===== config.mk =====
export PLATFORM = sky130hd
export DESIGN_NAME = range_list_text_parser_unit
export DESIGN_NICKNAME = d
export VERILOG_FILES = /design/src/rtl/rltp_pkg.sv /design/src/rtl/range_list_text_parser_unit.sv /design/src/rtl/rltp_scan.sv /design/src/rtl/rltp_resolve.sv
export VERILOG_INCLUDE_DIRS = /design/src /design/src/rtl
export SDC_FILE = /design/constraint.sdc
export NUM_CORES = 1
export LEC_CHECK = 0
export BUFFER_PORTS_ARGS = -buffer_cell sky130_fd_sc_hd__buf_2
export CAP_MARGIN = 20
export CORE_MARGIN = 2
export CORE_UTILIZATION = 35
export CTS_BUF_LIST = sky130_fd_sc_hd__clkbuf_4 sky130_fd_sc_hd__clkbuf_8
export DETAILED_ROUTE_END_ITERATION = 8
export PLACE_DENSITY = 0.62
export REMOVE_ABC_BUFFERS = 1
export SYNTH_ARGS = -nofsm -noshare
export SYNTH_HDL_FRONTEND = slang
export SYNTH_SLANG_ARGS = --single-unit

===== constraint.sdc =====
create_clock -name clk_i -period 6.4 [get_ports clk_i]
set_clock_uncertainty 0.05 [all_clocks]
set_input_delay 1.6 -clock clk_i [delete_from_list [all_inputs] [get_ports clk_i]]
set_output_delay 1.6 -clock clk_i [all_outputs]
set_load 0.01 [all_outputs]

===== src/rtl/range_list_text_parser_unit_defines.svh =====
// Assertion macros for the range list text parser unit.
// Included by the modules that check their own logic; empty when SYNTH is set.
`ifndef RANGE_LIST_TEXT_PARSER_UNIT_DEFINES_SVH
`define RANGE_LIST_TEXT_PARSER_UNIT_DEFINES_SVH

`ifndef SYNTH
// Same-cycle implication, sampled on the rising clock edge outside reset
`define RLTP_ASSERT_IMPL(name, pre, post, msg) \
  name: assert property (@(posedge clk_i) disable iff (!rst_ni) (pre) |-> (post)) \
    else $error(msg);
// Next-cycle implication, sampled on the rising clock edge outside reset
`define RLTP_ASSERT_NEXT(name, pre, post, msg) \
  name: assert property (@(posedge clk_i) disable iff (!rst_ni) (pre) |=> (post)) \
    else $error(msg);
`else
`define RLTP_ASSERT_IMPL(name, pre, post, msg)
`define RLTP_ASSERT_NEXT(name, pre, post, msg)
`endif

`endif


===== src/rtl/rltp_pkg.sv =====
// Shared types and constants of the range list text parser unit.
// No dependencies; imported by the scanner, the resolver and the top level.
package rltp_pkg;

  // Default width of bounds and resolved values
  localparam int unsigned VALUE_BITS_DEF = 32;

  // Characters of the range list syntax
  localparam logic [7:0] CH_COMMA  = 8'h2C;
  localparam logic [7:0] CH_COLON  = 8'h3A;
  localparam logic [7:0] CH_CARET  = 8'h5E;
  localparam logic [7:0] CH_DOLLAR = 8'h24;
  localparam logic [7:0] CH_TILDE  = 8'h7E;
  localparam logic [7:0] CH_MINUS  = 8'h2D;
  localparam logic [7:0] CH_PLUS   = 8'h2B;
  localparam logic [7:0] CH_ZERO   = 8'h30;
  localparam logic [7:0] CH_NINE   = 8'h39;

  // Configuration register indexes
  localparam int unsigned CFG_INDEX_W = 1;
  typedef enum logic [CFG_INDEX_W-1:0] {
    REG_LOWER_BOUND = 1'b0,
    REG_UPPER_BOUND = 1'b1
  } cfg_reg_e;

  // Base a bound offset is taken against
  typedef enum logic [1:0] {
    KIND_ABS   = 2'd0,
    KIND_LOWER = 2'd1,
    KIND_UPPER = 2'd2
  } kind_e;

  // Control part of one closed entry, passed from scanner to resolver
  typedef struct packed {
    logic  fail;
    logic  inv;
    logic  fin;
    kind_e f_kind;
    logic  f_neg;
    kind_e t_kind;
    logic  t_neg;
  } rltp_sum_t;

endpackage


===== src/rtl/range_list_text_parser_unit.sv =====
// Range list text parser: one character beat in, one result beat per entry.
// A closing beat, once accepted, lands in the input register, then the scanner
// summary register, then the result register, which presents the result.
// Throughput: one character per cycle; the whole pipeline stalls only while a
// result waits on m_axis_tready. Reset clears the parse state and all valid
// flags, and sets lower_bound to 0 and upper_bound to the largest value.
`include "range_list_text_parser_unit_defines.svh"

module range_list_text_parser_unit #(
  parameter int unsigned VALUE_BITS = rltp_pkg::VALUE_BITS_DEF
) (
  input  logic                                  clk_i,
  input  logic                                  rst_ni,
  // configuration write port
  input  logic                                  cfg_we_i,
  input  logic [rltp_pkg::CFG_INDEX_W-1:0]      cfg_index_i,
  input  logic [VALUE_BITS-1:0]                 cfg_data_i,
  // character stream
  input  logic                                  s_axis_tvalid,
  output logic                                  s_axis_tready,
  input  logic [7:0]                            s_axis_tdata,  // text_char
  input  logic                                  s_axis_tlast,  // final_char
  // result stream
  output logic                                  m_axis_tvalid,
  input  logic                                  m_axis_tready,
  // from_value, to_value, zero fill
  output logic [((2*VALUE_BITS+7)/8)*8-1:0]     m_axis_tdata,
  output logic [1:0]                            m_axis_tuser,  // failed, inverted
  output logic                                  m_axis_tlast   // string_done
);
  import rltp_pkg::*;

  localparam int unsigned OUT_W = ((2*VALUE_BITS+7)/8)*8;

  logic                          adv;
  logic                          in_valid_q;
  logic [7:0]                    in_char_q;
  logic                          in_last_q;
  logic signed [VALUE_BITS-1:0]  lower_q, upper_q;

  logic                          sum_valid;
  rltp_sum_t                     sum;
  logic [VALUE_BITS-1:0]         f_mag, t_mag;

  logic                          out_valid, failed, inverted, done;
  logic signed [VALUE_BITS-1:0]  from_value, to_value;

  // Advance the pipeline unless a result is held back
  assign adv           = !out_valid || m_axis_tready;
  assign s_axis_tready = !in_valid_q || adv;

  // Input register
  always_ff @(posedge clk_i or negedge rst_ni) begin
    if (!rst_ni) begin
      in_valid_q <= 1'b0;
    end else if (s_axis_tready) begin
      in_valid_q <= s_axis_tvalid;
    end
  end

  always_ff @(posedge clk_i) begin
    if (s_axis_tready && s_axis_tvalid) begin
      in_char_q <= s_axis_tdata;
      in_last_q <= s_axis_tlast;
    end
  end

  // Bound registers
  always_ff @(posedge clk_i or negedge rst_ni) begin
    if (!rst_ni) begin
      lower_q <= '0;
      upper_q <= {1'b0, {(VALUE_BITS-1){1'b1}}};
    end else if (cfg_we_i) begin
      case (cfg_reg_e'(cfg_index_i))
        REG_LOWER_BOUND: lower_q <= cfg_data_i;
        REG_UPPER_BOUND: upper_q <= cfg_data_i;
        default: ;
      endcase
    end
  end

  rltp_scan #(
    .VALUE_BITS (VALUE_BITS)
  ) u_scan (
    .clk_i       (clk_i),
    .rst_ni      (rst_ni),
    .adv_i       (adv),
    .in_valid_i  (in_valid_q),
    .char_i      (in_char_q),
    .last_i      (in_last_q),
    .sum_valid_o (sum_valid),
    .sum_o       (sum),
    .f_mag_o     (f_mag),
    .t_mag_o     (t_mag)
  );

  rltp_resolve #(
    .VALUE_BITS (VALUE_BITS)
  ) u_resolve (
    .clk_i       (clk_i),
    .rst_ni      (rst_ni),
    .adv_i       (adv),
    .sum_valid_i (sum_valid),
    .sum_i       (sum),
    .f_mag_i     (f_mag),
    .t_mag_i     (t_mag),
    .lower_i     (lower_q),
    .upper_i     (upper_q),
    .out_valid_o (out_valid),
    .failed_o    (failed),
    .inverted_o  (inverted),
    .from_o      (from_value),
    .to_o        (to_value),
    .done_o      (done)
  );

  // Pack the result beat
  assign m_axis_tvalid = out_valid;
  assign m_axis_tdata  = OUT_W'({to_value, from_value});
  assign m_axis_tuser  = {inverted, failed};
  assign m_axis_tlast  = done;

  `RLTP_ASSERT_NEXT(a_in_hold, in_valid_q && !adv, in_valid_q && $stable(in_char_q) && $stable(in_last_q), "input register lost a stalled character")

endmodule


===== src/rtl/rltp_scan.sv =====
// Character scanner of the range list text parser: entry state machine,
// decimal accumulator and the registered summary of each closed entry.
// Depends on rltp_pkg and range_list_text_parser_unit_defines.svh.
`include "range_list_text_parser_unit_defines.svh"

module rltp_scan #(
  parameter int unsigned VALUE_BITS = rltp_pkg::VALUE_BITS_DEF
) (
  input  logic                    clk_i,
  input  logic                    rst_ni,
  input  logic                    adv_i,
  input  logic                    in_valid_i,
  input  logic [7:0]              char_i,
  input  logic                    last_i,
  output logic                    sum_valid_o,
  output rltp_pkg::rltp_sum_t     sum_o,
  output logic [VALUE_BITS-1:0]   f_mag_o,
  output logic [VALUE_BITS-1:0]   t_mag_o
);
  import rltp_pkg::*;

  localparam int unsigned PW = VALUE_BITS + 4;
  localparam logic [VALUE_BITS-1:0] VTOP = {1'b1, {(VALUE_BITS-1){1'b0}}};
  localparam logic [VALUE_BITS-1:0] VSAT = VTOP | VALUE_BITS'(1);

  typedef enum logic [2:0] {
    PH_START,
    PH_FPRE,
    PH_FNUM,
    PH_TPRE,
    PH_TNUM,
    PH_SKIP
  } phase_e;

  phase_e                  phase_q, phase_d, ph;
  logic                    inv_q, inv_d;
  kind_e                   skind_q, skind_d;
  logic [VALUE_BITS-1:0]   smag_q, smag_d;
  logic                    sneg_q, sneg_d;
  logic                    sseen_q, sseen_d;
  kind_e                   ekind_q, ekind_d;
  logic [VALUE_BITS-1:0]   acc_q, acc_d;
  logic                    neg_q, neg_d;
  logic                    dig_q, dig_d;
  logic                    fail_q, fail_d;

  logic                    sum_valid_q;
  rltp_sum_t               sum_q;
  logic [VALUE_BITS-1:0]   f_mag_q, t_mag_q;

  logic                    step;
  logic                    emit;
  rltp_sum_t               e_sum;
  logic [VALUE_BITS-1:0]   e_fmag, e_tmag;

  logic                    is_digit, is_sign, is_prefix, is_num;
  logic [3:0]              digit_val;
  logic [PW-1:0]           prod;
  logic                    ovf;
  logic [VALUE_BITS-1:0]   num_acc;
  logic                    num_neg;
  logic                    num_ovf;

  // close-from on a separator, taken from the stored number
  logic [VALUE_BITS-1:0]   cf_mag;
  logic                    cf_neg, cf_fail, cf_seen;
  kind_e                   cf_kind;
  // close-to on a separator
  logic [VALUE_BITS-1:0]   ct_mag;
  logic                    ct_neg, ct_fail;
  kind_e                   ct_kind;

  assign step = adv_i && in_valid_i;

  // Character classes
  assign is_digit  = (char_i >= CH_ZERO) && (char_i <= CH_NINE);
  assign is_sign   = (char_i == CH_MINUS) || (char_i == CH_PLUS);
  assign is_prefix = (char_i == CH_DOLLAR) || (char_i == CH_TILDE);
  assign is_num    = is_digit || (!dig_q && is_sign);
  assign digit_val = 4'(char_i - CH_ZERO);

  // Multiply by ten and add the digit; saturate above the top magnitude
  assign prod    = PW'({acc_q, 3'b000}) + PW'({acc_q, 1'b0}) + PW'(digit_val);
  assign ovf     = prod > PW'(VTOP);
  assign num_acc = is_digit ? (ovf ? VSAT : prod[VALUE_BITS-1:0]) : acc_q;
  assign num_neg = is_digit ? neg_q : (char_i == CH_MINUS);
  assign num_ovf = is_digit && ovf;

  // Close the from bound: an empty bound with no prefix means lower bound plus zero
  assign cf_mag  = dig_q ? acc_q : '0;
  assign cf_neg  = dig_q && (neg_q ^ (skind_q == KIND_UPPER));
  assign cf_fail = dig_q && !neg_q && acc_q[VALUE_BITS-1];
  assign cf_seen = dig_q || (skind_q != KIND_ABS);
  assign cf_kind = (!dig_q && (skind_q == KIND_ABS)) ? KIND_LOWER : skind_q;

  // Close the to bound: empty bound means upper bound when a from bound exists
  assign ct_mag  = dig_q ? acc_q : '0;
  assign ct_neg  = dig_q && (neg_q ^ (ekind_q == KIND_UPPER));
  assign ct_fail = dig_q ? (!neg_q && acc_q[VALUE_BITS-1])
                         : ((ekind_q == KIND_ABS) && !sseen_q);
  assign ct_kind = (!dig_q && (ekind_q == KIND_ABS)) ? KIND_UPPER : ekind_q;

  // Next entry state and the summary of an entry closed by this beat
  always_comb begin
    ph = phase_q;
    if (ph == PH_START && char_i != CH_CARET) ph = PH_FPRE;
    if (ph == PH_FPRE && !is_prefix) ph = PH_FNUM;
    if (ph == PH_TPRE && !is_prefix) ph = PH_TNUM;

    phase_d = ph;
    inv_d   = inv_q;
    skind_d = skind_q;
    smag_d  = smag_q;
    sneg_d  = sneg_q;
    sseen_d = sseen_q;
    ekind_d = ekind_q;
    acc_d   = acc_q;
    neg_d   = neg_q;
    dig_d   = dig_q;
    fail_d  = fail_q;

    emit          = 1'b0;
    e_sum.fail    = 1'b1;
    e_sum.inv     = inv_q || (phase_q == PH_START && char_i == CH_CARET);
    e_sum.fin     = last_i;
    e_sum.f_kind  = skind_q;
    e_sum.f_neg   = sneg_q;
    e_sum.t_kind  = KIND_ABS;
    e_sum.t_neg   = 1'b0;
    e_fmag        = smag_q;
    e_tmag        = '0;

    case (ph)
      PH_START: begin
        inv_d   = 1'b1;
        phase_d = PH_FPRE;
        emit    = last_i;
      end
      PH_FPRE: begin
        skind_d = (char_i == CH_DOLLAR) ? KIND_UPPER : KIND_LOWER;
        phase_d = PH_FNUM;
        if (last_i) begin
          emit         = 1'b1;
          e_sum.fail   = fail_q;
          e_sum.f_kind = skind_d;
          e_sum.f_neg  = 1'b0;
          e_sum.t_kind = skind_d;
          e_fmag       = '0;
        end
      end
      PH_FNUM: begin
        if (is_num) begin
          acc_d  = num_acc;
          neg_d  = num_neg;
          dig_d  = 1'b1;
          fail_d = fail_q || num_ovf;
          if (last_i) begin
            emit         = 1'b1;
            e_sum.fail   = fail_q || num_ovf || (!num_neg && num_acc[VALUE_BITS-1]);
            e_sum.f_kind = skind_q;
            e_sum.f_neg  = num_neg ^ (skind_q == KIND_UPPER);
            e_sum.t_kind = skind_q;
            e_sum.t_neg  = e_sum.f_neg;
            e_fmag       = num_acc;
            e_tmag       = num_acc;
          end
        end else begin
          skind_d = cf_kind;
          smag_d  = cf_mag;
          sneg_d  = cf_neg;
          sseen_d = cf_seen;
          fail_d  = fail_q || cf_fail;
          acc_d   = '0;
          neg_d   = 1'b0;
          dig_d   = 1'b0;
          e_sum.f_kind = cf_kind;
          e_sum.f_neg  = cf_neg;
          e_fmag       = cf_mag;
          if (char_i == CH_COMMA) begin
            emit         = 1'b1;
            e_sum.fail   = fail_q || cf_fail || !cf_seen;
            e_sum.t_kind = cf_kind;
            e_sum.t_neg  = cf_neg;
            e_tmag       = cf_mag;
          end else if (char_i == CH_COLON) begin
            phase_d = PH_TPRE;
            if (last_i) begin
              emit         = 1'b1;
              e_sum.fail   = fail_q || cf_fail || !cf_seen;
              e_sum.t_kind = KIND_UPPER;
            end
          end else begin
            fail_d  = 1'b1;
            phase_d = PH_SKIP;
            emit    = last_i;
          end
        end
      end
      PH_TPRE: begin
        ekind_d = (char_i == CH_DOLLAR) ? KIND_UPPER : KIND_LOWER;
        phase_d = PH_TNUM;
        if (last_i) begin
          emit         = 1'b1;
          e_sum.fail   = fail_q;
          e_sum.t_kind = ekind_d;
        end
      end
      PH_TNUM: begin
        if (is_num) begin
          acc_d  = num_acc;
          neg_d  = num_neg;
          dig_d  = 1'b1;
          fail_d = fail_q || num_ovf;
          if (last_i) begin
            emit         = 1'b1;
            e_sum.fail   = fail_q || num_ovf || (!num_neg && num_acc[VALUE_BITS-1]);
            e_sum.t_kind = ekind_q;
            e_sum.t_neg  = num_neg ^ (ekind_q == KIND_UPPER);
            e_tmag       = num_acc;
          end
        end else if (char_i == CH_COMMA) begin
          emit         = 1'b1;
          e_sum.fail   = fail_q || ct_fail;
          e_sum.t_kind = ct_kind;
          e_sum.t_neg  = ct_neg;
          e_tmag       = ct_mag;
        end else begin
          fail_d  = 1'b1;
          phase_d = PH_SKIP;
          emit    = last_i;
        end
      end
      default: begin
        // drop characters up to the next separator
        fail_d  = 1'b1;
        phase_d = PH_SKIP;
        emit    = (char_i == CH_COMMA) || last_i;
      end
    endcase

    // Start a fresh entry after every result
    if (emit) begin
      phase_d = PH_START;
      inv_d   = 1'b0;
      skind_d = KIND_ABS;
      smag_d  = '0;
      sneg_d  = 1'b0;
      sseen_d = 1'b0;
      ekind_d = KIND_ABS;
      acc_d   = '0;
      neg_d   = 1'b0;
      dig_d   = 1'b0;
      fail_d  = 1'b0;
    end
  end

  // Hold entry state and the summary register
  always_ff @(posedge clk_i or negedge rst_ni) begin
    if (!rst_ni) begin
      phase_q     <= PH_START;
      inv_q       <= 1'b0;
      skind_q     <= KIND_ABS;
      smag_q      <= '0;
      sneg_q      <= 1'b0;
      sseen_q     <= 1'b0;
      ekind_q     <= KIND_ABS;
      acc_q       <= '0;
      neg_q       <= 1'b0;
      dig_q       <= 1'b0;
      fail_q      <= 1'b0;
      sum_valid_q <= 1'b0;
    end else begin
      if (step) begin
        phase_q <= phase_d;
        inv_q   <= inv_d;
        skind_q <= skind_d;
        smag_q  <= smag_d;
        sneg_q  <= sneg_d;
        sseen_q <= sseen_d;
        ekind_q <= ekind_d;
        acc_q   <= acc_d;
        neg_q   <= neg_d;
        dig_q   <= dig_d;
        fail_q  <= fail_d;
      end
      if (adv_i) begin
        sum_valid_q <= step && emit;
      end
    end
  end

  // Summary payload; no reset needed
  always_ff @(posedge clk_i) begin
    if (adv_i) begin
      sum_q   <= e_sum;
      f_mag_q <= e_fmag;
      t_mag_q <= e_tmag;
    end
  end

  assign sum_valid_o = sum_valid_q;
  assign sum_o       = sum_q;
  assign f_mag_o     = f_mag_q;
  assign t_mag_o     = t_mag_q;

  `RLTP_ASSERT_IMPL(a_sat_sets_fail, acc_q > VTOP, fail_q, "saturated accumulator without fail")
  `RLTP_ASSERT_IMPL(a_acc_range, 1'b1, acc_q <= VSAT, "accumulator beyond saturation value")
  `RLTP_ASSERT_NEXT(a_clear_after_emit, step && emit, phase_q == PH_START && !fail_q && !dig_q && !inv_q, "entry state not cleared after result")

endmodule


===== src/rtl/rltp_resolve.sv =====
// Bound resolver of the range list text parser: turns an entry summary into
// absolute from/to values, checks them against the bounds, holds the result.
// Depends on rltp_pkg and range_list_text_parser_unit_defines.svh.
`include "range_list_text_parser_unit_defines.svh"

module rltp_resolve #(
  parameter int unsigned VALUE_BITS = rltp_pkg::VALUE_BITS_DEF
) (
  input  logic                          clk_i,
  input  logic                          rst_ni,
  input  logic                          adv_i,
  input  logic                          sum_valid_i,
  input  rltp_pkg::rltp_sum_t           sum_i,
  input  logic [VALUE_BITS-1:0]         f_mag_i,
  input  logic [VALUE_BITS-1:0]         t_mag_i,
  input  logic signed [VALUE_BITS-1:0]  lower_i,
  input  logic signed [VALUE_BITS-1:0]  upper_i,
  output logic                          out_valid_o,
  output logic                          failed_o,
  output logic                          inverted_o,
  output logic signed [VALUE_BITS-1:0]  from_o,
  output logic signed [VALUE_BITS-1:0]  to_o,
  output logic                          done_o
);
  import rltp_pkg::*;

  localparam int unsigned SW = VALUE_BITS + 2;

  logic                          out_valid_q;
  logic                          failed_q, inv_q, done_q;
  logic signed [VALUE_BITS-1:0]  from_q, to_q;

  logic signed [SW-1:0]          lo_x, hi_x, f_val, t_val;
  logic                          bad;

  // Base plus or minus the offset magnitude
  function automatic logic signed [SW-1:0] resolve_val(
    input kind_e                 kind,
    input logic [VALUE_BITS-1:0] mag,
    input logic                  neg,
    input logic signed [SW-1:0]  lo,
    input logic signed [SW-1:0]  hi
  );
    logic signed [SW-1:0] base;
    logic signed [SW-1:0] mag_x;
    base  = (kind == KIND_LOWER) ? lo : ((kind == KIND_UPPER) ? hi : '0);
    mag_x = signed'({2'b00, mag});
    return neg ? (base - mag_x) : (base + mag_x);
  endfunction

  assign lo_x  = SW'(lower_i);
  assign hi_x  = SW'(upper_i);
  assign f_val = resolve_val(sum_i.f_kind, f_mag_i, sum_i.f_neg, lo_x, hi_x);
  assign t_val = resolve_val(sum_i.t_kind, t_mag_i, sum_i.t_neg, lo_x, hi_x);

  // Fail on parse errors or on either end outside the bounds
  assign bad = sum_i.fail || (f_val < lo_x) || (f_val > hi_x)
                          || (t_val < lo_x) || (t_val > hi_x);

  always_ff @(posedge clk_i or negedge rst_ni) begin
    if (!rst_ni) begin
      out_valid_q <= 1'b0;
    end else if (adv_i) begin
      out_valid_q <= sum_valid_i;
    end
  end

  // Result payload; zero values on failure
  always_ff @(posedge clk_i) begin
    if (adv_i) begin
      failed_q <= bad;
      inv_q    <= sum_i.inv;
      done_q   <= sum_i.fin;
      from_q   <= bad ? '0 : f_val[VALUE_BITS-1:0];
      to_q     <= bad ? '0 : t_val[VALUE_BITS-1:0];
    end
  end

  assign out_valid_o = out_valid_q;
  assign failed_o    = failed_q;
  assign inverted_o  = inv_q;
  assign from_o      = from_q;
  assign to_o        = to_q;
  assign done_o      = done_q;

  `RLTP_ASSERT_IMPL(a_fail_zero, out_valid_q && failed_q, from_q == '0 && to_q == '0, "failed result with non-zero values")

endmodule


* Yosys cells after proc, flatten, opt, wreduce, memory -nomap -nowiden
Cells that the tools add are included. W data, S select, Z words.
Operators by class: mux-type cells 96, $add $sub $neg 7, equal/unequal tests 25, $lt $le $gt $ge 7, reduce and logical (&&, ||, !) cells 65, bitwise operators 5
Operators by type and width (count):
- $mux W32 | 15
- $mux W34 | 6
- $pmux W32 S2 | 2
- $add A34 B33 Y34 | 2
- $gt A34 B32 Y1 | 2
- $lt A34 B32 Y1 | 2
- $sub A34 B33 Y34 | 2
- $eq A8 B6 Y1 const B | 5
- $mux W1 | 37
- $add A35 B33 Y36 | 1
- $add A36 B4 Y36 | 1
- $gt A36 B32 Y1 const B | 1
- $mux W3 | 12
- $mux W2 | 11
- $logic_and A1 B1 Y1 | 19
- $logic_or A1 B1 Y1 | 17
- $eq A8 B7 Y1 const B | 2
- $pmux W3 S5 | 1
- $reduce_and A3 Y1 | 4
- $eq A3 B2 Y1 const B | 3
- $eq A2 B2 Y1 const B | 4
- $ge A8 B6 Y1 const B | 1
- $le A8 B6 Y1 const B | 1
- $logic_not A1 Y1 | 8
- other kinds (27) | 46
Word-level totals: logic and storage cells 237, output and inout bits 69, register bits 293

* Logic depth before layout (Yosys ltp)
depth after elaboration 14, mapped depth 33, mapped depth without buffers 31

* Hierarchy
A second synthesis with hierarchy kept.
Second synthesis, totals: cell total of the unflattened synthesis 2498, area, all modules 23760.3 um^2
Modules (own cells, without submodules):
- rltp_resolve | times used 1, cells each 1384, seq. area each 2037.0 um^2, area each 11539.8 um^2
- rltp_scan | times used 1, cells each 961, seq. area each 4144.0 um^2, area each 9419.0 um^2
- range_list_text_parser_unit | times used 1, cells each 153, seq. area each 1935.6 um^2, area each 2801.4 um^2

* Least setup slack after synthesis
Ideal clock, no wire load.
path type register to register, from register u_scan.t_mag_q[2] (netlist: u_scan.t_mag_o[2]), to register u_resolve.from_q[31] (netlist: u_resolve.from_o[31]) (data pin), cell stages (with the launch flop) 33, slack 0.025 ns, clock period less this slack 6.375 ns, arrival time 6.165 ns, library setup time 0.160 ns, path through edfxtp_1 nor2_1 nand3_1 nor4_1 and2_1 nand2_1 nor4_1 and2_0 clkbuf_1 nor2_1 xnor2_1 ha_1 and3_1 nand3_1 nor2_1 or3_1 a21oi_1 o31ai_1 a21o_1 a21o_1 xnor2_1 inv_1 ha_1 nand4_1 nor4_1 nand2_1 nor4_1 a21oi_1 o32a_1 a221oi_1 nand4_1 clkbuf_1 nor3b_1
On the way: cells in the longest elaborated chain, start to end 5
RTL lines:
- start, declared | line rltp_scan.sv:49 | logic [VALUE_BITS-1:0] f_mag_q, t_mag_q;
- start signal, assigned | line rltp_scan.sv:297 | t_mag_q <= e_tmag;
- $add A34 B33 Y34 / $sub A34 B33 Y34 (equally long branches) | line rltp_resolve.sv:48 | return neg ? (base - mag_x) : (base + mag_x);
- $mux W34 * | line rltp_resolve.sv:48
- via u_resolve.t_val[27] | line rltp_resolve.sv:33 | logic signed [SW-1:0] lo_x, hi_x, f_val, t_val;
- $lt A34 B32 Y1 | line rltp_resolve.sv:58 | || (t_val < lo_x) || (t_val > hi_x);
- $logic_or A1 B1 Y1 | line rltp_resolve.sv:58
- $logic_or A1 B1 Y1 * | line rltp_resolve.sv:58
- end signal, assigned | line rltp_resolve.sv:74 | from_q <= bad ? '0 : f_val[VALUE_BITS-1:0];
- end, declared | line rltp_resolve.sv:31 | logic signed [VALUE_BITS-1:0] from_q, to_q;
Mark *: on every way through the listed nets, which the timed path passes. The rest lies on a longest branch. A chain may end at the register's enable or synchronous reset.

* Final worst setup path
from register u_scan.t_mag_q[2] (netlist: u_scan.t_mag_o[2]), to register u_resolve.to_q[23] (netlist: u_resolve.to_o[23]) (data pin)
On the way: cells in the longest elaborated chain, start to end 5
RTL lines:
- $add A34 B33 Y34 / $sub A34 B33 Y34 (equally long branches) | line rltp_resolve.sv:48
- $mux W34 * | line rltp_resolve.sv:48
- via u_resolve.t_val[23] | line rltp_resolve.sv:33
- $lt A34 B32 Y1 | line rltp_resolve.sv:58
- $logic_or A1 B1 Y1 (2 in a row) | line rltp_resolve.sv:58
- end signal, assigned | line rltp_resolve.sv:75 | to_q <= bad ? '0 : t_val[VALUE_BITS-1:0];
- end, declared | line rltp_resolve.sv:31
Marks and branches as above.

==> impl_results.md <==
- Largest net degree at the start of global routing: 88
- Slew headroom: 30.3%
- Die Area: 67800 um2
- Rows: 93
- Via density: 5.59
- Maximum clock path buffer count: 3
- Post-synthesis mux area share: 2.37%
- Grt met2 use: 37.9%
- Slowest stage delay, CP: 0.64 ns
- Area added between synthesis and finish: 24.8%
- Max Slew Vio Count: 0
- Final RePlAce weighted congestion: 0.954
- Fraction of registers with async set/reset: 49.1%
- Most frequent CP cell: buf_4
- Worst R2R Setup Slack: -0.28 ns
- Startpoint types: flop
- Port Buffers: 115
- Vias in the first global route: 21100
- Arr. time, crit path: 7.08 ns
- GRT overflow: 0
- Post-DR wirelength/cell: 20.3 um
- # DRC: 0
- Initial antenna violation count: 1
- Fin worst setup slack: -0.277 ns
- Sequential element share of the synthesized area: 35.3%
- # fillers: 6190
- Layout cell share with drive strength beyond 1: 25.9%
- Later-pin clock latency in the skew report: 0.66 ns
- Pre-CTS setup slack: -0.651 ns
- Cts bufs inserted: 50
- Simple-gate share of the synthesized area: 14.7%
- Multi-input logic area: 14700 um2
- Dpl hpwl: 58800 um
- Largest family of logic cells by synthesized area: compound AO/OA/AOI/OAI gates
- Total core area: 64700 um2
- EDFF count, synth: 149
- Synth unique cells: 88
- Cell count after synthesis: 2486
- Compound-gate portion of the synthesized area: 23.0%
- Fin crit period: 6.68 ns
- Endpoints failing hold: 0
- GR peak layer: met2
- Antenna-violating nets left: 0
- Die Wd: 260 um
- Largest area contributor in the netlist: edfxtp_1
- DRT Pass-1 Iters: 5
- Syn. warnings: 0
- GR Util met1: 28.8%
- Reg clk slew, reported paths: 0.06 ns
- Met3 Use GR: 2.53%
- Lkg Pwr: 13.5 nW
- Post-route clock period utilization: 104%
- Routed WL: 76300 um
- Post-synthesis adder-cell area fraction: 14.8%
- Setup crit end kind: flop
- Tot GR Track Use: 22.2%
- Status: complete, but fails checks
- Pwr dens: 336 nW/um2
- CP max-delay cell: or4b_2
- Synth area leaders: edfxtp_1 (19%), ha_1 (14%), dfrtp_1 (12%), a22o_1 (5.0%), xnor2_1 (4.5%)
- CTS tree: yes
- Worst min path class: flop to flop
- Synth cell count leaders: ha_1 (265), nor2_1 (189), nand2_1 (177), inv_1 (169), a21oi_1 (160)
- CTS Root Cell: clkbuf_8
- Via count: 21000
- Mapped Area: 23000 um2
- Final core utilization: 44.4%
- CTS HTree Levels: 2
- Worst Path Class, Setup: flop to flop
- Unrepaired setup endpoints after global routing: yes
- Total clock sinks: 293
- F_max: 150 MHz
- Cell with the most instances after synthesis: ha_1
- Mean Syn Cell Area: 9.25 um2
- Top_reg_cell synth: edfxtp_1
- Data required, critical path: 6.80 ns
- Die Y: 260 um
- Sequential Area: 8120 um2
- Final setup viols: 65
- Worst vdd ir: 0.157 mV
- CP Max Fanout: 6
- PnR Total Power: 9.64 mW
- #FFs+latches synth: 293
- Starting Density: 35.6%
- Global-route wire length before repair: 119000 um
- IO Pins: 116
- Failing checks: setup timing
- Worst Tran Pin Value: 1.04 ns
- Xor and xnor area share after synthesis: 5.10%
- Yosys top cell area share: 19.4%
- Max_cap viols: 0
- Final net count: 3173
- Initial DRC count: 1569
[metrics by stage]
stage	hold slack, ns	instance area (um2)	setup TNS, ns	std cells
floorplan	0.350	22600	-60.69	2382
global placement	0.351	26200	-26.48	3608
detailed placement	0.366	26200	-33.33	3608
CTS	0.380	28400	-1.60	3747
global route	0.380	28700	-31.78	3755
finish	0.376	28700	-12.20	3755
[where the power goes]
| part | switching, mW | leakage, nW | total [mW] | internal [mW] |
|---|---|---|---|---|
| logic | 2.99 | 9.44 | 5.39 | 2.40 |
| clock network | 0.835 | 0.564 | 1.82 | 0.989 |
| registers | 0.186 | 3.49 | 2.43 | 2.24 |
[routing by layer]
metal  vias to the layer above  wire length (um)
met4                         0              2960
li1                       9997                 -
met2                       648             36300
met3                       133              3860
met5                         -                 0
met1                     10200             33200
[cells by family after synthesis]
family | count (synthesis)
multiplexers | 50
AND/OR/NAND/NOR | 683
XOR/XNOR | 134
adder cells (fa/ha/maj) | 269
AO/OA/AOI/OAI | 784
flip-flops | 293
buffers and inverters | 273
[flip-flops by register name (all words and copies together), names as in the netlist, 2 cells and up]
signal,cells
lower_q,32
u_resolve.from_o,32
u_resolve.to_o,32
u_scan.acc_q,32
u_scan.f_mag_o,32
u_scan.smag_q,32
u_scan.t_mag_o,32
upper_q,32
u_scan.sum_o,9
in_char_q,8
u_scan.phase_q,3
u_scan.ekind_q,2
u_scan.skind_q,2
[placed cells by master (no fill, tap or decap), types with 113 or more instances in the layout]
master    instances
nor2_1          158
inv_1           165
a21oi_1         151
buf_2           114
a22o_1          131
buf_4           287
edfxtp_1        149
o21ai_0         129
dfrtp_1         113
ha_1            260
nand2_1         174
[area by class of cell]
cell class / count / share of cell area [%]
antenna: 1 / 0.00872
clock buffer: 75 / 3.12
clock inverter: 19 / 0.597
inverter: 169 / 2.23
multi-input combinational: 1920 / 51.1
sequential: 293 / 28.3
tap: 855 / 3.73
timing repair buffer: 423 / 11.0
[path summary, 6_finish.rpt]
check / from / end / cells after the start
max in group asynchronous: rst_ni / lower_q[17] / 2
max: u_scan.t_mag_o[2] / u_resolve.to_o[23] / 31
min in group asynchronous: rst_ni / u_scan.phase_q[0] / 1
max reg2reg: u_scan.t_mag_o[2] / u_resolve.to_o[23] / 31
min reg2reg: u_scan.sum_o[6] / u_resolve.done_o / 0
min: u_scan.sum_o[6] / u_resolve.done_o / 0
[worst max-delay path, delay by kind of cell, from the launching register on]
family / cells / cell delay [ns]
AO/OA/AOI/OAI: 12 / 2.32
AND/OR/NAND/NOR: 9 / 1.83
XOR/XNOR: 1 / 0.16
buffers and inverters: 7 / 1.02
adder cells (fa/ha/maj): 2 / 0.66
flip-flops: 1 / 0.43
[timing repair]
action,CTS,global route
setup endpoints to repair,65,65
resized for setup,139,64
gates cloned,7,0
hold buffers,0,0
pin swaps,56,26
buffers inserted,48,7
Note: power is estimated with default switching activity, not from simulation.
